--- src/design/lavm_pkg.sv ---
// Shared constants and types for the look-at view matrix block.
`default_nettype none

package lavm_pkg;

    localparam int FRAC_BITS = 16;
    // unit vector component: magnitude up to 2^FRAC_BITS plus rounding
    localparam int UW   = FRAC_BITS + 3;
    // widest vector fed to the normalizer (up x forward)
    localparam int NW   = FRAC_BITS + 36;
    localparam int MW   = (UW > 33) ? UW : 33;
    localparam int PW   = 2 * MW;
    localparam int DW   = PW + 2;
    localparam int QW   = FRAC_BITS + 3;
    localparam int NUMW = FRAC_BITS + 32;
    localparam int ITW  = $clog2(QW + 1);

    localparam logic [31:0] ONE_FX = 32'(1) << FRAC_BITS;

    localparam logic [1:0] ROW_RIGHT = 2'd0;
    localparam logic [1:0] ROW_UP    = 2'd1;
    localparam logic [1:0] ROW_FWD   = 2'd2;
    localparam logic [1:0] ROW_FIXED = 2'd3;

    typedef struct packed {
        logic [31:0] eye_x;
        logic [31:0] eye_y;
        logic [31:0] eye_z;
        logic [32:0] d_x;
        logic [32:0] d_y;
        logic [32:0] d_z;
        logic [31:0] up_x;
        logic [31:0] up_y;
        logic [31:0] up_z;
    } lavm_item_t;

endpackage

`default_nettype wire

--- src/design/lavm_front.sv ---
// Input side: unpacks a camera beat and forms eye minus target.
`default_nettype none

module lavm_front (
    input  wire logic                    s_tvalid,
    output logic                         s_tready,
    input  wire logic [287:0]            s_tdata,
    input  wire logic                    q_full,
    output logic                         push,
    output lavm_pkg::lavm_item_t         item
);
    import lavm_pkg::*;

    logic signed [31:0] ex, ey, ez, tx, ty, tz;

    assign ex = $signed(s_tdata[31:0]);
    assign ey = $signed(s_tdata[63:32]);
    assign ez = $signed(s_tdata[95:64]);
    assign tx = $signed(s_tdata[127:96]);
    assign ty = $signed(s_tdata[159:128]);
    assign tz = $signed(s_tdata[191:160]);

    assign s_tready = !q_full;
    assign push     = s_tvalid && !q_full;

    always_comb
    begin
        item.eye_x = ex;
        item.eye_y = ey;
        item.eye_z = ez;
        item.d_x   = 33'(ex) - 33'(tx);
        item.d_y   = 33'(ey) - 33'(ty);
        item.d_z   = 33'(ez) - 33'(tz);
        item.up_x  = s_tdata[223:192];
        item.up_y  = s_tdata[255:224];
        item.up_z  = s_tdata[287:256];
    end

endmodule

`default_nettype wire

--- config.mk ---
export PLATFORM = sky130hd
export DESIGN_NAME = lavm_front
export DESIGN_NICKNAME = d
export VERILOG_FILES = /design/src/design/lavm_pkg.sv /design/src/design/lavm_front.sv
export SDC_FILE = /design/constraint.sdc
export NUM_CORES = 1
export LEC_CHECK = 0
export BUFFER_PORTS_ARGS = -buffer_cell sky130_fd_sc_hd__buf_4
export CORE_AREA = 2 2 228 230
export DETAILED_ROUTE_END_ITERATION = 10
export DIE_AREA = 0 0 230 232
export SLEW_MARGIN = 10
export SYNTH_ARGS = -nofsm -noshare
export SYNTH_HDL_FRONTEND = slang
export SYNTH_SLANG_ARGS = --single-unit
--- constraint.sdc ---
create_clock -name vclk -period 5
set_clock_uncertainty 0.1 [all_clocks]
set_input_delay 0.25 -clock vclk [all_inputs]
set_output_delay 0.25 -clock vclk [all_outputs]
set_load 0.02 [all_outputs]
==> results of run 1 <==
-- routing by layer --
layer  vias up  share of wire [%]
met2       310                 51
met1      3403                 37
met4         0                4.4
li1       3625                  -
met5         -                  0
met3       101                7.9
-- path summary, 6_finish.rpt --
| path | endpoint | cells past startpoint |
|---|---|---|
| hold / removal | item[46] | 0 |
| setup / recovery | item[124] | 13 |
-- critical path, stage by stage --
cell,delay (ns)
buf_4,0.08
inv_1,0.03
ha_1,0.21
fa_1,0.40
nand2b_1,0.18
a21oi_1,0.19
o21ai_1,0.16
a311oi_1,0.50
a211oi_2,0.19
o21ai_0,0.41
a21boi_0,0.19
xnor2_1,0.22
buf_4,0.18
-- cell families (layout without fill, tap and decap cells) --
family / count (synthesis) / in the layout / synth area share (%)
buf+inv: 337 / 516 / 29.2
compound gates: 280 / 280 / 27.2
simple gates: 205 / 205 / 14.6
fa+ha+maj: 99 / 99 / 18.5
xor+xnor: 80 / 80 / 10.3
mux: 2 / 2 / 0.294
-- stage by stage --
| step | power [mW] | cell area (um^2) | setup slack (ns) |
|---|---|---|---|
| 4_1_cts | 1.53 | 9080 | 1.50 |
| 3_3_place_gp | 1.52 | 9080 | 1.59 |
| 5_1_grt | 1.64 | 9080 | 1.23 |
| 2_1_floorplan | 1.04 | 6810 | 1.57 |
| 3_5_place_dp | 1.52 | 9080 | 1.53 |
| 6_report | 1.52 | 9080 | 1.44 |
-- synth_stat cells, types with 3 or more instances --
master / count / share of area [%]
xnor2_1: 48 / 6.2
inv_1: 125 / 6.9
nand2_1: 64 / 3.5
nor3b_1: 3 / 0.33
o21bai_1: 10 / 1.1
and3_1: 8 / 0.73
a31oi_1: 7 / 0.64
nor2b_1: 16 / 1.5
a21o_1: 44 / 4.9
clkbuf_1: 19 / 1.0
a311oi_1: 3 / 0.39
o211ai_1: 10 / 1.1
o21ai_1: 3 / 0.22
buf_4: 192 / 21
fa_1: 3 / 0.88
nor3_1: 7 / 0.51
o21ai_0: 48 / 3.5
a21oi_1: 86 / 6.3
ha_1: 96 / 18
xor2_1: 32 / 4.1
o31ai_1: 7 / 0.77
nand4_1: 17 / 1.6
nand3_1: 20 / 1.5
o21a_1: 16 / 1.8
a211oi_1: 6 / 0.66
nand2b_1: 7 / 0.64
or3_1: 3 / 0.28
a21boi_0: 4 / 0.44
nor2_1: 48 / 2.6
-- power by group --
part           switching [mW]  internal, mW  total [mW]  leakage [nW]
Clock                       0             0           0             0
Sequential                  0             0           0             0
Combinational           0.868         0.656        1.52          4.70
Total                   0.868         0.656        1.52          4.70
-- final cells by class --
cell class	instances	area (um^2)	share of cell area, %
tap	680	851	9.37
multi-input combinational	666	4820	53.1
inverter	125	469	5.17
timing repair buffer	391	2940	32.3
==> results_dict.tcl, run 1 <==
set metrics [dict create \
    ir_worst_vdd_mv 0.0890 \
    cts_setup_buffers 0 \
    tns_ns 0 \
    leakagePower_nw 4.70 \
    cts_resized 0 \
    io_pins 583 \
    nFillCells 5793 \
    mostFrequentLayoutCell "buf_4" \
    fin_cells 1862 \
    grt_first_pass_wirelength_um 40900 \
    first_iter_violations 344 \
    die_y_um 232 \
    status "complete, no violations" \
    die_w_um 230 \
    power_density_nw_per_um2 168 \
    num_vias 7439 \
    dpl.hpwl_um 25600 \
    coreArea_um2 50900 \
    ys_warn_count 0 \
    grt_usage_pct 9.55 \
    finalHoldViolations 0 \
    postLayoutCoreUtil_pct 17.8 \
    gp_congestion 0.917 \
    final_cell_mix "391 x buf_4, 125 x inv_1, 96 x ha_1" \
    max_cap_violations 0 \
    netlist_area_um2 6810 \
    worstSetupPathType "input pin to output pin" \
    cp.required_ns 4.65 \
    grt_most_used_layer "met2" \
    grt_max_degree 10 \
    tightestPinTransition_ns 0.761 \
    synthCells 1003 \
    n_antenna_cell 0 \
    postRouteAntennaNets 0 \
    fmax_ghz 0.281 \
    hp-start "s_tdata[238]" \
    vias_per_cell 4.00 \
    worstPathMaxFanout 3 \
    rsz0062_at_grt "false" \
    route.detailed.drc 0 \
    totalWireLength_um 28300 \
    critPathCaptureType "output pin" \
    fin_crit_ns 3.56 \
    final_nets 1573 \
    startpoint_type "input pin" \
    slew_viol_final 0 \
    crit_start "s_tdata[64]" \
    syn-mean-instance-area_um2 6.79 \
    wl_per_cell_um 15.2 \
    rows 83 \
    slew_headroom_pct 48.7 \
    period_share_pct 71.2 \
    drive_above_1_share_pct 34.4 \
    use_met2_pct 18.1 \
    use_met3_pct 2.06 \
    die_area_um2 53400 \
    dp_cells 1862 \
    port_buffers 391 \
    use_met1_pct 10.2 \
    setup_viol 0 \
    first_global_vias 7203 \
    antenna_found_initial 1 \
    ys_seq_area_share_pct 0 \
    nFlopsAndLatches 0 \
    grt_overflow_total 0 \
    syn-num-nets 1392 \
    regArea_um2 0 \
    worstHoldPathType "input pin to output pin" \
    holdWs_ns 0.400 \
    start_util_pct 13.4 \
    first_pass_iters 5 \
    worstPathArrival_ns 3.21 \
    n_clock_buffer 0 \
    syn_to_final_growth_pct 33.3 \
    synth.distinct_cells 70 \
    hold_buffers 0 \
]
(Power assumes the default switching activity.)
==> run 2: changes to the inputs <==
clock period = 2.9 ns   (was 5 ns; I/O delays follow)
==> run 2 against run 1 <==
  * Sequential share of layout area stayed put
  * Count of clock-buffer cells in the layout stayed put
  * Core utilization is 1.5 points higher
  * Via count is 3.5% higher
  * Sequential cell count stayed put
  * Global-route usage is 0.34 points lower
  * First-iteration DRC count is 15% lower
  * Power is 86% higher
  * Critical endpoint is now item[125]
  * Worst setup slack worse by 1.4 ns
  * Worst hold slack worse by 0.21 ns
  * Cell area is 8.2% higher
  * Critical path type unchanged
  * Largest power group unchanged
  * Routed wire length is 2.6% lower
==> results_dict.tcl, run 2 (synthesis results as in run 1) <==
set metrics [dict create \
    mostFrequentLayoutCell "buf_4" \
    postRouteAntennaNets 0 \
    tightestPinTransition_ns 0.414 \
    first_pass_iters 5 \
    grt_max_degree 10 \
    fin_cells 1936 \
    ir_worst_vdd_mv 0.154 \
    design_area_um2 9820 \
    cp.required_ns 2.65 \
    worstPathMaxFanout 6 \
    clkPwrFrac_pct 0 \
    worstPathArrival_ns 2.63 \
    start_util_pct 13.4 \
    dp_cells 1928 \
    vias_per_cell 3.98 \
    swShare_pct 55.0 \
    final_nets 1647 \
    nFillCells 5801 \
    drive_above_1_share_pct 40.7 \
    io_pins 583 \
    worstSetupPathType "input pin to output pin" \
    crit_top_cell "buf_4" \
    num_vias 7701 \
    worstHoldEndpoint "item[21]" \
    placed_area_um2 9580 \
    p_switching_mw 1.56 \
    final_cell_mix "464 x buf_4, 125 x inv_1, 92 x ha_1" \
    first_iter_violations 291 \
    leakagePower_nw 5.08 \
    crit_family "compound AO/OA/AOI/OAI gates" \
    first_global_vias 7626 \
    slew_headroom_pct 72.1 \
    power_density_nw_per_um2 289 \
    setup_viol 0 \
    period_share_pct 99.0 \
    fin_crit_ns 2.87 \
    max_cap_violations 0 \
    worstHoldPathType "input pin to output pin" \
    wl_per_cell_um 14.2 \
    grt_first_pass_wirelength_um 40300 \
    hold_buffers 0 \
    finalHoldViolations 0 \
    power_mw 2.84 \
    route.detailed.drc 0 \
    cp_num_buf_inv 2 \
    die_w_um 230 \
    critPathSlowestCell "a221o_4" \
    regArea_um2 0 \
    dpl.hpwl_um 24600 \
    fmax_ghz 0.348 \
    postLayoutCoreUtil_pct 19.3 \
    antenna_found_initial 0 \
    tns_ns 0 \
    n_antenna_cell 0 \
    finalWorstSetupSlack_ns 0.0283 \
    die_y_um 232 \
    hp-start "s_tdata[277]" \
    n_clock_buffer 0 \
    hold_depth 0 \
    rows 83 \
    totalWireLength_um 27600 \
    holdWs_ns 0.190 \
    p_int_mw 1.28 \
    nFlopsAndLatches 0 \
    grt_overflow_total 0 \
    worstPathCellList "buf_4 -> ha_1 -> and4_4 -> and2_4 -> a221o_1 -> a21oi_2 -> o31ai_2 -> a221o_4 -> o311a_1 -> buf_4" \
    gp_congestion 0.869 \
    coreArea_um2 50900 \
    syn_to_final_growth_pct 44.2 \
    critPathMaxStageDelay_ns 0.43 \
    status "complete, no violations" \
    die_area_um2 53400 \
    grt_usage_pct 9.21 \
    dp_worst_setup_slack_ns -0.236 \
    port_buffers 391 \
    critPathCaptureType "output pin" \
    pwr-share-comb_pct 100.0 \
    slew_viol_final 0 \
    seq_power_share_pct 0 \
    startpoint_type "input pin" \
]
## run 2: changes by cell type in the layout (fill, tap and decap cells not counted), moves of 3 or more
cell,previous run,this run
a2111oi_2,0,3
a21oi_1,86,82
a21oi_2,1,4
buf_4,391,464
ha_1,96,92
ha_2,0,4
o21ai_0,48,39
o21ai_1,3,10
o31ai_1,7,3
## run 2: final cells by class
| class | instances | area (um^2) | area share (%) |
|---|---|---|---|
| Multi-Input combinational cell | 666 | 5010 | 51.0 |
| Tap cell | 680 | 851 | 8.66 |
| Timing Repair Buffer | 465 | 3490 | 35.6 |
| Inverter | 125 | 469 | 4.78 |
## run 2: how the worst max path moves through the flow
stage	start	endpoint	slack, ns	cells after the start
final	s_tdata[72]	item[125]	0.03	10
after global placement	s_tdata[32]	item[155]	-0.17	13
after detailed placement	s_tdata[32]	item[155]	-0.24	13
after floorplan	s_tdata[168]	item[127]	0.13	9
after global routing	s_tdata[33]	item[158]	-0.02	14
after CTS	s_tdata[32]	item[155]	-0.003	13
## run 2: repair_timing
item | CTS | global route
cloned | 0 | 0
buffers inserted | 1 | 7
gates resized for setup | 10 | 37
pin swaps | 3 | 19
setup endpoints to repair | 13 | 30
## run 2: power groups by stage
stage | Clock (mW) | Combinational (mW) | Sequential [mW]
after floorplan | 0 | 1.79 | 0
after global placement | 0 | 2.77 | 0
final | 0 | 2.84 | 0
after CTS | 0 | 2.80 | 0
after detailed placement | 0 | 2.77 | 0
after global routing | 0 | 3.05 | 0
## run 2: layer usage
metal  global-route usage, %  vias up  wire length, um
met1                    10.0     3540            10200
met3                    1.87       59             2010
met2                    17.7      344            14400
met5                       0        -                0
li1                        -     3758                -
met4                    2.80        0              921
==> run 3: changes to the inputs <==
PLACE_DENSITY = 0.41   (was not set)
TNS_END_PERCENT = 20   (was not set)
==> run 3 against run 2 <==
  * Worst hold slack unchanged
  * Cell area up 1.6%
  * Sequential share of layout area unchanged
  * Via count down 1.3%
  * Combinational power about the same
  * Critical path depth up 3
  * Final cell count up 0.52%
  * Highest routed layer is now met5
==> results_dict.tcl, run 3 (synthesis results as in run 1) <==
set metrics [dict create \
    gp_congestion 0.811 \
    slew_viol_final 0 \
    worstPathMaxFanout 5 \
    rows 83 \
    wl_per_cell_um 14.8 \
    nFlopsAndLatches 0 \
    leakagePower_nw 5.13 \
    syn_to_final_growth_pct 46.6 \
    slew_headroom_pct 72.2 \
    power_density_nw_per_um2 284 \
    num_vias 7603 \
    finalWorstSetupSlack_ns 0.0169 \
    period_share_pct 99.4 \
    design_area_um2 9980 \
    crit_family "compound AO/OA/AOI/OAI gates" \
    startpoint_type "input pin" \
    worstHoldPathType "input pin to output pin" \
    die_area_um2 53400 \
    grt_usage_pct 9.79 \
    worstPathArrival_ns 2.64 \
    max_cap_violations 0 \
    grt_max_degree 10 \
    postRouteAntennaNets 0 \
    worstSetupPathType "input pin to output pin" \
    dpl.hpwl_um 26100 \
    tns_ns 0 \
    postLayoutCoreUtil_pct 19.6 \
    fmax_ghz 0.347 \
    mostFrequentLayoutCell "buf_4" \
    start_util_pct 13.4 \
    grt_overflow_total 0 \
    critPathMaxStageDelay_ns 0.46 \
    antenna_found_initial 8 \
    totalWireLength_um 28700 \
    regArea_um2 0 \
    io_pins 583 \
    drive_above_1_share_pct 41.9 \
    grt_first_pass_wirelength_um 41600 \
    finalHoldViolations 0 \
    worstHoldEndpoint "item[0]" \
    first_pass_iters 4 \
    dp_worst_setup_slack_ns -0.482 \
    tightestPinTransition_ns 0.411 \
    route.detailed.drc 0 \
    dp_cells 1943 \
    setup_viol 0 \
    rsz0062_at_grt "true" \
    final_nets 1656 \
    coreArea_um2 50900 \
    final_cell_mix "474 x buf_4, 124 x inv_1, 87 x ha_1" \
    die_y_um 232 \
    hp-start "s_tdata[256]" \
    first_iter_violations 279 \
    ir_worst_vdd_mv 0.121 \
    fin_crit_ns 2.88 \
    cp_num_buf_inv 4 \
    crit_top_cell "buf_4" \
    worstPathCellList "buf_4 -> inv_1 -> ha_4 -> and4_4 -> and2_4 -> a221o_1 -> a21oi_2 -> o31ai_4 -> a221o_4 -> buf_4 -> a31oi_4 -> xnor2_1 -> buf_4" \
    status "complete, no violations" \
    hold_depth 0 \
    critPathSlowestCell "a221o_4" \
    power_mw 2.84 \
    placed_area_um2 9690 \
    port_buffers 391 \
    fin_cells 1946 \
    cp.required_ns 2.65 \
    critPathCaptureType "output pin" \
    die_w_um 230 \
    holdWs_ns 0.190 \
    first_global_vias 7526 \
    vias_per_cell 3.91 \
    n_clock_buffer 0 \
]
[run 3: cell types whose count changed in the layout (fill, tap and decap cells not counted), sizes merged]
cell   before  now
diode       0    1
buf       465  474
[run 3: worst max path at each step]
stage                       from   endpoint  slack, ns  cells after the start
CTS                  s_tdata[75]  item[123]      -0.01                     13
detailed placement   s_tdata[64]  item[124]      -0.48                     13
finish              s_tdata[168]  item[123]       0.02                     13
global placement     s_tdata[64]  item[124]      -0.39                     13
global route         s_tdata[80]  item[123]      -0.06                     12
floorplan           s_tdata[168]  item[127]       0.13                      9
[run 3: power breakdown]
group          leakage [nW]  internal, mW     total, mW  switching [mW]
sequential                0             0             0               0
clock            0.00000634  0.0000000488  0.0000000488               0
combinational          5.13          1.29          2.84            1.55
total                  5.13          1.29          2.84            1.55
[run 3: cell type report]
cell class,count,area (um^2)
Antenna cell,1,2.50
Fill cell,5896,40900
Inverter,125,469
Multi-Input combinational cell,666,5100
Tap cell,680,851
Timing Repair Buffer,474,3560
[run 3: metal layers]
metal	part of all wire (%)	GRT usage, %
met1	39	11.0
met2	51	18.8
met3	8.0	2.46
met4	1.9	1.55
met5	0.087	0
[run 3: timing repair]
| item | CTS | global route |
|---|---|---|
| gates resized for setup | 20 | 35 |
| hold buffers | 0 | 0 |
| setup endpoints to repair | 13 | 31 |
| pin swaps | 7 | 19 |
| setup buffers | 2 | 3 |
| gates cloned | 0 | 0 |
