<file path="src/design/lavm_pkg.sv">
// Shared constants and types for the look-at view matrix block.
`default_nettype none

package lavm_pkg;

    localparam int FRAC_BITS = 16;
    // unit vector component: magnitude up to 2^FRAC_BITS plus rounding
    localparam int UW   = FRAC_BITS + 3;
    // widest vector fed to the normalizer (up x forward)
    localparam int NW   = FRAC_BITS + 36;
    localparam int MW   = (UW > 33) ? UW : 33;
    localparam int PW   = 2 * MW;
    localparam int DW   = PW + 2;
    localparam int QW   = FRAC_BITS + 3;
    localparam int NUMW = FRAC_BITS + 32;
    localparam int ITW  = $clog2(QW + 1);

    localparam logic [31:0] ONE_FX = 32'(1) << FRAC_BITS;

    localparam logic [1:0] ROW_RIGHT = 2'd0;
    localparam logic [1:0] ROW_UP    = 2'd1;
    localparam logic [1:0] ROW_FWD   = 2'd2;
    localparam logic [1:0] ROW_FIXED = 2'd3;

    typedef struct packed {
        logic [31:0] eye_x;
        logic [31:0] eye_y;
        logic [31:0] eye_z;
        logic [32:0] d_x;
        logic [32:0] d_y;
        logic [32:0] d_z;
        logic [31:0] up_x;
        logic [31:0] up_y;
        logic [31:0] up_z;
    } lavm_item_t;

endpackage

`default_nettype wire

</file>
<file path="src/design/lavm_queue.sv">
// Two-entry queue between the input side and the matrix engine.
`default_nettype none

module lavm_queue (
    input  wire logic                    clk,
    input  wire logic                    rst_n,
    input  wire logic                    push,
    input  wire lavm_pkg::lavm_item_t    din,
    input  wire logic                    pop,
    output logic                         full,
    output logic                         valid,
    output lavm_pkg::lavm_item_t         dout
);
    import lavm_pkg::*;

    lavm_item_t mem [2];
    logic       wr_ptr_reg;
    logic       rd_ptr_reg;
    logic [1:0] count_reg;

    assign full  = count_reg == 2'd2;
    assign valid = count_reg != 2'd0;
    assign dout  = mem[rd_ptr_reg];

    always_ff @(posedge clk)
    begin
        if (push)
        begin
            mem[wr_ptr_reg] <= din;
        end
    end

    always_ff @(posedge clk or negedge rst_n)
    begin
        if (!rst_n)
        begin
            wr_ptr_reg <= 1'b0;
            rd_ptr_reg <= 1'b0;
            count_reg  <= 2'd0;
        end
        else
        begin
            if (push)
            begin
                wr_ptr_reg <= !wr_ptr_reg;
            end
            if (pop)
            begin
                rd_ptr_reg <= !rd_ptr_reg;
            end
            count_reg <= count_reg + 2'(push) - 2'(pop);
        end
    end

endmodule

`default_nettype wire

</file>
<file path="config.mk">
export PLATFORM = sky130hd
export DESIGN_NAME = lavm_queue
export DESIGN_NICKNAME = d
export VERILOG_FILES = /design/src/design/lavm_pkg.sv /design/src/design/lavm_queue.sv
export SDC_FILE = /design/constraint.sdc
export NUM_CORES = 1
export LEC_CHECK = 0
export ABC_AREA = 1
export BUFFER_PORTS_ARGS = -buffer_cell sky130_fd_sc_hd__buf_2
export CAP_MARGIN = 40
export CORE_AREA = 2 2 230 232
export DETAILED_ROUTE_END_ITERATION = 10
export DIE_AREA = 0 0 232 234
export GPL_TIMING_DRIVEN = 0
export PLACE_DENSITY = 0.66
export SLEW_MARGIN = 15
export SYNTH_ARGS = -nofsm -noshare
export SYNTH_HDL_FRONTEND = slang
export SYNTH_SLANG_ARGS = --single-unit
</file>
<file path="constraint.sdc">
create_clock -name clk -period 28.4 [get_ports clk]
set_input_delay 1.42 -clock clk [delete_from_list [all_inputs] [get_ports clk]]
set_output_delay 1.42 -clock clk [all_outputs]
set_load 0.02 [all_outputs]
</file>
==> results of run 1 <==
-- final cells by class --
class / count / area share
buffer: 65 / 0.0188
antenna: 5 / 0.000448
tap: 688 / 0.0308
inverter: 298 / 0.0403
sequential: 586 / 0.629
multi-input combinational: 596 / 0.0944
clock inverter: 35 / 0.0115
clock buffer: 70 / 0.0559
timing repair buffer: 602 / 0.119
-- layout by cell type (no fill, tap or decap), drive strengths merged --
cell,n
xor2,2
o21ai,291
inv,299
nor2,2
clkbuf,71
ha,2
edfxtp,582
clkinvlp,4
dfrtp,4
clkinv,24
buf,666
bufinv,6
diode,5
nand2,298
nand3,1
-- through the flow --
stage,cells,setup WS [ns],power (mW),hold slack (ns),util
floorplan,1545,13.83,1.91,0.463,-
global placement,2820,6.77,2.39,0.477,0.493
detailed placement,2835,24.61,2.32,0.552,0.501
CTS,2940,24.59,3.08,0.560,0.537
global route,2942,24.63,3.19,0.571,0.537
finish,2945,24.74,3.04,0.560,0.537
-- cells by family (layout without fill, tap and decap cells) --
logic type | after synthesis | after routing
DFF | 586 | 586
buffers and inverters | 363 | 1070
adders and majority gates | 2 | 2
AOI/OAI and AO/OA | 291 | 291
and+or+nand+nor | 301 | 301
other | 0 | 5
xor gates and xnor gates | 2 | 2
-- critical path, delay by kind of cell (launching register included) --
family	cells	cell delay (ns)
DFF	1	0.37
buffers and inverters	4	0.74
AOI/OAI and AO/OA	1	0.51
-- power by group --
part / leakage [nW] / total, mW / internal [mW] / switching, mW
logic: 5.52 / 1.11 / 0.327 / 0.781
registers: 5.51 / 1.18 / 1.15 / 0.0356
clock network: 0.911 / 0.755 / 0.442 / 0.313
-- routing by layer --
layer	track usage	vias up
li1	-	6582
met1	0.220	6560
met2	0.338	553
met3	0.0727	109
met4	0.0583	22
met5	0	-
-- path summary, 6_finish.rpt --
path | start | endpoint | slack (ns) | depth (start not counted)
setup / recovery | rd_ptr_reg | dout[39] | 24.74 | 5
hold / removal | wr_ptr_reg | wr_ptr_reg | 0.56 | 1
setup reg to reg | wr_ptr_reg | mem[0][141] | 25.78 | 7
hold reg to reg | wr_ptr_reg | wr_ptr_reg | 0.56 | 1
max in group asynchronous | rst_n | count_reg[0] | 27.66 | 1
min in group asynchronous | rst_n | rd_ptr_reg | 0.61 | 1
-- cells in the mapped netlist --
library cell  count
buf_4            10
o21ai_0         216
nand2_1         298
nor2_1            2
edfxtp_1        582
inv_1           298
buf_2            26
o21ai_1          75
nand3_1           1
ha_1              2
clkbuf_2          1
dfrtp_1           4
buf_6            28
xor2_1            2
==> results.yml, run 1 <==
status:
  outcome: "finished, final reports clean"
pwr:
  peakVddDrop_mv: 0.0675
  power.density_nw_per_um2: 109
  p_leak_nw: 11.9
clock_tree:
  htreeDepth: 2
  cts_buffers: 58
  clk_path_buf_depth: 3
  cts_tree: "done"
  cts_setup_buffers: 0
  cts-resized-gates: 0
  cts_root_buf: "clkbuf_16"
  cts.hold.buffers_added: 0
  cts.sinks: 586
  cts.clk_slew.worst_paths_ns: 0.06
  clk_latency_ns: 0.60
drt:
  post_drt_via_cell_ratio: 4.69
  topRoutingLayerUsed: "met5"
  wl_met2_mm: 27.7
  drt-met1-wl_mm: 19.9
  wl_per_cell_um: 18.6
  vias: 13800
  routed-wl-met3_mm: 5.62
  drt-total-wl_mm: 54.7
  drtIter0Drc: 850
  drtAntennaViolNets: 0
  drc: 0
  drt_pass1_iterations: 5
setup_path:
  worstPathMaxFanout: 10
  critical_path_class: "reg -> out"
  path_cells: "buf_6, buf_6, buf_6, o21ai_0, buf_2"
  cp_slowest_cell: "o21ai_0"
  start_kind: "flop"
  arrival_ns: 2.24
  cpMostUsedCell: "buf_6"
  cp_slowest_stage_delay_ns: 0.51
  cp-end-kind: "output pin"
  critical_path_required_ns: 26.98
sta:
  slew_violations: 0
  fin_worst_skew_ns: 0.00861
  layout_min_cycle_time_ns: 3.66
  max-slew-margin-rel: 0.555
  period_share: 0.129
  tightest_slew_ns: 0.668
  finalSetupViolations: 0
  finalHoldViolations: 0
  setup_tns_ns: 0
  fmax_mhz: 274
  rsz0062_at_grt: "no"
floorplanning:
  num_rows: 84
  dieWidth_um: 232
  start_util: 0.420
  core_um2: 52000
  dieArea_um2: 54300
  pin_count: 588
  die_height_um: 234
cells_and_area:
  seq_area_um2: 17600
  largest_reg_flops: 582
  nets: 2504
  syn_to_final_growth_pct: 27.8
  num-fill-cells: 4330
  drive_gt1_frac: 0.333
  stdcell_area_um2: 27900
  multi_input_area_um2: 2640
logic_synthesis:
  ys_types: 14
  synth_compound_area_frac: 0.0667
  synthesis.instances: 1545
  syn_area_um2: 21900
  yosysTopAreaCellShare: 0.800
  synthSimpleGateAreaFrac: 0.0518
  synth_area_per_cell_um2: 14.1
  synth_top_area_cell: "edfxtp_1"
  synth_fa_ha_area_frac: 0.00115
  synth_xor_area_frac: 0.000802
  synthTopCellsByArea: "edfxtp_1 (80%), inv_1 (5.1%), nand2_1 (5.1%), o21ai_0 (4.9%), o21ai_1 (1.7%)"
  ys_seq_area_frac: 0.804
  yosysWarnings: 0
  muxShareOfSynthArea: 0
  synth_top_family_by_area: "buffers and inverters"
  synth_fp_nets: 1842
  synth-seq-cells: 586
global_route:
  grt_use_total: 0.193
  grt_max_degree: 106
  grt_pass1_vias: 13400
  gr-total-overflow: 0
  grt_antenna_before_repair: 17
  grt_pass1_wl_mm: 78.6
placement:
  finalWeightedCongestion: 0.846
  dpl.hpwl_mm: 39.7
  postPlaceCellArea_um2: 26000
  port_buffers: 587
hold_path:
  hold_path.class: "reg -> reg"
job:
  cap_violations: 0
Note: power is estimated with default switching activity, not from simulation.
==> run 2, diff against run 1 <==
--- a/config.mk
+++ b/config.mk
@@ -5,14 +5,14 @@
 export SDC_FILE = /design/constraint.sdc
 export NUM_CORES = 1
 export LEC_CHECK = 0
-export ABC_AREA = 1
+export ABC_AREA = 0
 export BUFFER_PORTS_ARGS = -buffer_cell sky130_fd_sc_hd__buf_2
 export CAP_MARGIN = 40
-export CORE_AREA = 2 2 230 232
+export CORE_AREA = 2 2 228 230
 export DETAILED_ROUTE_END_ITERATION = 10
-export DIE_AREA = 0 0 232 234
+export DIE_AREA = 0 0 230 232
 export GPL_TIMING_DRIVEN = 0
-export PLACE_DENSITY = 0.66
+export PLACE_DENSITY = 0.69
 export SLEW_MARGIN = 15
 export SYNTH_ARGS = -nofsm -noshare
 export SYNTH_HDL_FRONTEND = slang
==> constraint.sdc (replaced) <==
create_clock -name clk -period 3.2 [get_ports clk]
set_input_delay 0.16 -clock clk [delete_from_list [all_inputs] [get_ports clk]]
set_output_delay 0.16 -clock clk [all_outputs]
set_load 0.02 [all_outputs]
==> results.yml, run 2 <==
cells_and_area:
  drive_gt1_frac: 0.523
  num-fill-cells: 3665
  final_cell_mix: "buf_2 (588), edfxtp_1 (582), dlygate4sd3_1 (295)"
  nets: 2177
  layout_commonest_cell: "buf_2"
  largest_reg_flops: 582
  layout.cells.non_filler: 2612
  syn_to_final_growth_pct: 42.2
setup_path:
  r2r_cells: 4
  arrival_ns: 2.56
  start_kind: "flop"
  critical_path_class: "reg -> reg"
  worstPathMaxFanout: 56
  cp-end-kind: "flop"
  critical_path_required_ns: 3.47
  rrSetupSlack_ns: 0.91
global_route:
  grt_pass1_vias: 13400
  use_met3: 0.0626
  grt_pass1_wl_mm: 76.7
  grt_max_degree: 57
  grt.busiest_layer: "met2"
  grt_use_total: 0.190
  met2_usage: 0.344
  met1_usage: 0.206
  grt_antenna_before_repair: 6
  gr-total-overflow: 0
clock_tree:
  cts_tree: "done"
  cts_buffers: 57
  cts_setup_buffers: 0
  cts.sinks: 586
  cts_root_buf: "clkbuf_16"
  cts.clk_slew.worst_paths_ns: 0.06
  clk_path_buf_depth: 3
  htreeDepth: 2
  clk_latency_ns: 0.59
sta:
  rsz0062_at_grt: "no"
  slew_violations: 0
  finalHoldViolations: 0
  max-slew-margin-rel: 0.635
  fin_worst_skew_ns: 0.0103
  finalSetupViolations: 0
  period_share: 0.715
  setup_tns_ns: 0
  layout_min_cycle_time_ns: 2.29
  whs_ns: 0.288
  fmax_mhz: 437
  setup_ws_ns: 0.912
  tightest_slew_ns: 0.547
placement:
  pre_cts_ws_ns: 0.890
  place_inst: 2206
  dpl.hpwl_mm: 35.0
  port_buffers: 587
  finalWeightedCongestion: 0.821
logic_synthesis:
  synth_async_sr_flop_share: 0.00683
  synth_top_area_cell: "edfxtp_1"
  synth-edff-count: 582
  syn_area_um2: 21300
  yosysMostFrequentCell: "edfxtp_1"
  synth-seq-cells: 586
  synth_area_per_cell_um2: 23.2
  synthTopCellsByCount: "edfxtp_1 (582), mux2_2 (291), buf_6 (31)"
  synth_fp_nets: 1217
  ys_types: 12
  synthTopCellsByArea: "edfxtp_1 (82%), mux2_2 (15%), buf_6 (1.6%), dfrtp_1 (0.47%), ha_1 (0.12%)"
  ys_seq_area_frac: 0.825
  synth_ff_type: "edfxtp_1"
  yosysTopAreaCellShare: 0.820
  synthesis.instances: 920
  yosysWarnings: 0
pwr:
  p_leak_nw: 11.5
  power.density_nw_per_um2: 860
  peakVddDrop_mv: 0.518
floorplanning:
  core_um2: 50900
  pin_count: 588
  num_rows: 83
  dieWidth_um: 230
  dieArea_um2: 53400
  die_height_um: 232
  start_util: 0.419
drt:
  wl_per_cell_um: 20.0
  drt-total-wl_mm: 52.2
  drtIter0Drc: 560
  drtAntennaViolNets: 0
  post_drt_via_cell_ratio: 4.70
  drt_pass1_iterations: 4
  drc: 0
  vias: 12300
hold_path:
  hold_depth: 2
  hold_path.class: "in -> reg"
job:
  cap_violations: 0
status:
  outcome: "finished, final reports clean"
==> run 2: layout make-up <==
class | instances | area [um^2] | share of cell area
flip-flops and latches | 586 | 17600 | 0.580
repair buffers | 901 | 6340 | 0.209
multi-input cells | 300 | 3380 | 0.111
clock buffers | 77 | 1540 | 0.0509
well taps | 680 | 851 | 0.0281
plain buffers | 32 | 354 | 0.0117
clock inverters | 29 | 243 | 0.00801
diodes | 5 | 12.5 | 0.000413
inverters | 2 | 7.51 | 0.000248
==> run 2: through the flow <==
| stage | instance area (um^2) | total power [mW] | utilization |
|---|---|---|---|
| after CTS | 30300 | 26.2 | 0.595 |
| after global routing | 30300 | 27.1 | 0.596 |
| after floorplan | 21300 | 16.4 | - |
| after detailed placement | 25600 | 19.5 | 0.502 |
| after global placement | 25100 | 19.4 | 0.493 |
| final | 30300 | 26.1 | 0.596 |
==> run 2: logic make-up (layout without fill, tap and decap cells) <==
| logic type | Yosys count | count (layout) | share of synthesized area |
|---|---|---|---|
| DFF | 586 | 586 | 0.825 |
| muxes | 291 | 291 | 0.154 |
| buffers and inverters | 34 | 1041 | 0.0170 |
| and+or+nand+nor | 4 | 4 | 0.00117 |
| xor gates and xnor gates | 3 | 3 | 0.00194 |
| adders and majority gates | 2 | 2 | 0.00117 |
| other | 0 | 5 | 0 |
==> run 2: worst max-delay path, cell delays in order, from the launching register on <==
cell and delay, ns:
dfrtp_1 0.43, and2_4 0.53, buf_16 0.31, buf_16 0.32, buf_12 0.27
==> run 2: final timing paths <==
check,start,to
worst max-delay path,wr_ptr_reg,mem[1][111]
worst min-delay path,din[118],mem[1][118]
worst max register to register,wr_ptr_reg,mem[1][111]
worst min register to register,wr_ptr_reg,wr_ptr_reg
max in group asynchronous,rst_n,count_reg[0]
min in group asynchronous,rst_n,count_reg[1]
==> run 2: timing repair <==
action | CTS | global route
gates resized for setup | 0 | 0
hold endpoints to repair | 590 | 0
hold buffers | 295 | 0
==> run 2: report_power, final <==
group	total, mW	internal (mW)	switching (mW)
Combinational	9.17	3.77	5.40
Sequential	10.5	10.2	0.315
Clock	6.43	3.70	2.74
Total	26.1	17.6	8.45
==> run 2: routing by layer <==
| metal | vias to the layer above | part of all wire |
|---|---|---|
| met5 | - | 0.00025 |
| met4 | 2 | 0.034 |
| met3 | 104 | 0.080 |
| met2 | 471 | 0.52 |
| met1 | 6071 | 0.37 |
| li1 | 5630 | - |
==> run 3, diff against run 2 <==
==> constraint.sdc (replaced) <==
create_clock -name clk -period 2 [get_ports clk]
set_input_delay 0.1 -clock clk [delete_from_list [all_inputs] [get_ports clk]]
set_output_delay 0.1 -clock clk [all_outputs]
set_load 0.02 [all_outputs]
==> results.yml, run 3 (synthesis gave the netlist of run 2 again) <==
status:
  outcome: "complete, but fails checks"
  violations: "setup timing"
cells_and_area:
  drive_gt1_frac: 0.530
  syn_to_final_growth_pct: 47.2
  num-fill-cells: 3476
  final_cell_mix: "edfxtp_1 (582), buf_2 (505), dlygate4sd3_1 (295)"
  layout_commonest_cell: "edfxtp_1"
  largest_reg_flops: 582
  nets: 2196
global_route:
  use_met3: 0.0584
  met2_usage: 0.360
  grt.busiest_layer: "met2"
  grt_pass1_wl_mm: 80.2
  grt_pass1_vias: 13600
  met1_usage: 0.225
  grt_use_total: 0.200
  grt_max_degree: 55
  gr-total-overflow: 0
  grt_antenna_before_repair: 6
sta:
  fmax_mhz: 471
  finalHoldViolations: 0
  whs_ns: 0.225
  tightest_slew_ns: 0.560
  period_share: 1.06
  finalSetupViolations: 286
  slew_violations: 0
  max-slew-margin-rel: 0.627
  setup_ws_ns: -0.123
  fin_worst_skew_ns: 0.0147
  layout_min_cycle_time_ns: 2.12
  rsz0062_at_grt: "yes"
floorplanning:
  start_util: 0.419
  dieArea_um2: 53400
  pin_count: 588
  core_um2: 50900
  num_rows: 83
  die_height_um: 232
  dieWidth_um: 230
drt:
  vias: 12500
  drc: 0
  wl_per_cell_um: 21.5
  post_drt_via_cell_ratio: 4.78
  drtIter0Drc: 708
  drt-total-wl_mm: 56.4
  drtAntennaViolNets: 0
  drt_pass1_iterations: 4
job:
  cap_violations: 0
placement:
  finalWeightedCongestion: 0.797
  dpl.hpwl_mm: 35.1
  port_buffers: 587
clock_tree:
  cts.clk_slew.worst_paths_ns: 0.06
  htreeDepth: 2
  cts_root_buf: "clkbuf_16"
  cts.sinks: 586
  clk_latency_ns: 0.60
  cts_tree: "done"
  clk_path_buf_depth: 3
  cts_buffers: 57
hold_path:
  hold_depth: 2
  hold_path.class: "in -> reg"
  holdPathEnd: "mem[0][149]"
  worstHoldStart: "din[149]"
pwr:
  peakVddDrop_mv: 1.02
  power.total_mw: 44.3
  power.density_nw_per_um2: 1410
  p_leak_nw: 12.0
setup_path:
  cp-end-kind: "output pin"
  critical_path_class: "reg -> out"
  r2r_cells: 4
  critical_path_required_ns: 1.90
  rrSetupSlack_ns: 0.10
  start_kind: "flop"
  r2r-start: "wr_ptr_reg"
  worstPathMaxFanout: 10
  arrival_ns: 2.02
  r2r_end: "mem[1][34]"
-- run 3: cell count changes in the layout (fill, tap and decap cells not counted), sizes merged, moves of 3 or more --
cell	previous run	this run
diode	5	2
clkinv	22	32
buf	638	650
clkbuf	77	72
-- run 3: how the worst max path moves through the flow --
stage | cells after the start | slack, ns | to | from
finish | 5 | -0.12 | dout[275] | rd_ptr_reg
global route | 5 | -0.20 | dout[20] | rd_ptr_reg
CTS | 4 | -0.24 | dout[96] | rd_ptr_reg
detailed placement | 4 | -0.37 | mem[1][196] | wr_ptr_reg
global placement | 1 | -5.57 | mem[0][141] | wr_ptr_reg
floorplan | 1 | -3.17 | mem[0][0] | wr_ptr_reg
-- run 3: timing repair --
action	in CTS	in global routing
setup buffers	7	4
pin swaps	1	0
gates cloned	5	6
hold buffers	295	0
setup endpoints to repair	444	291
endpoints found under the hold margin	590	0
gates resized for setup	131	111
-- run 3: layer usage --
metal | routed length (um) | vias to the layer above
met5 | 24 | -
met3 | 4360 | 95
met2 | 29400 | 546
li1 | - | 5676
met4 | 1550 | 4
met1 | 21000 | 6226
-- run 3: layout make-up --
type                            instances  area [um^2]  area share
Antenna cell                            2         5.00    0.000160
Buffer                                 30          581      0.0185
Clock buffer                           66         1500      0.0479
Clock inverter                         38          259     0.00826
Tap cell                              680          851      0.0271
Inverter                                2         7.51    0.000239
Sequential cell                       586        17600       0.561
Timing Repair Buffer                  921         7120       0.227
Multi-Input combinational cell        301         3450       0.110
-- run 3: critical path: stages, from the launching register on --
cell and delay (ns):
dfrtp_2 0.42, buf_4 0.17, buf_12 0.15, buf_12 0.15, mux2_2 0.37, buf_4 0.17
-- run 3: stage by stage --
stage,setup TNS [ns],worst slack (ns),instances,utilization,area [um^2]
final,-19.35,-0.123,2626,0.616,31400
after global routing,-44.26,-0.203,2626,0.616,31400
after CTS,-42.45,-0.242,2617,0.608,30900
after global placement,-2893.61,-5.57,2187,0.493,25100
after floorplan,-1632.51,-3.17,920,-,21300
after detailed placement,-27.89,-0.372,2206,0.502,25600
-- run 3: power by group --
group	internal [mW]	leakage, nW	switching [mW]
clock network	5.74	0.870	4.46
registers	16.3	5.51	0.555
logic	8.00	5.63	9.28
total	30.0	12.0	14.3
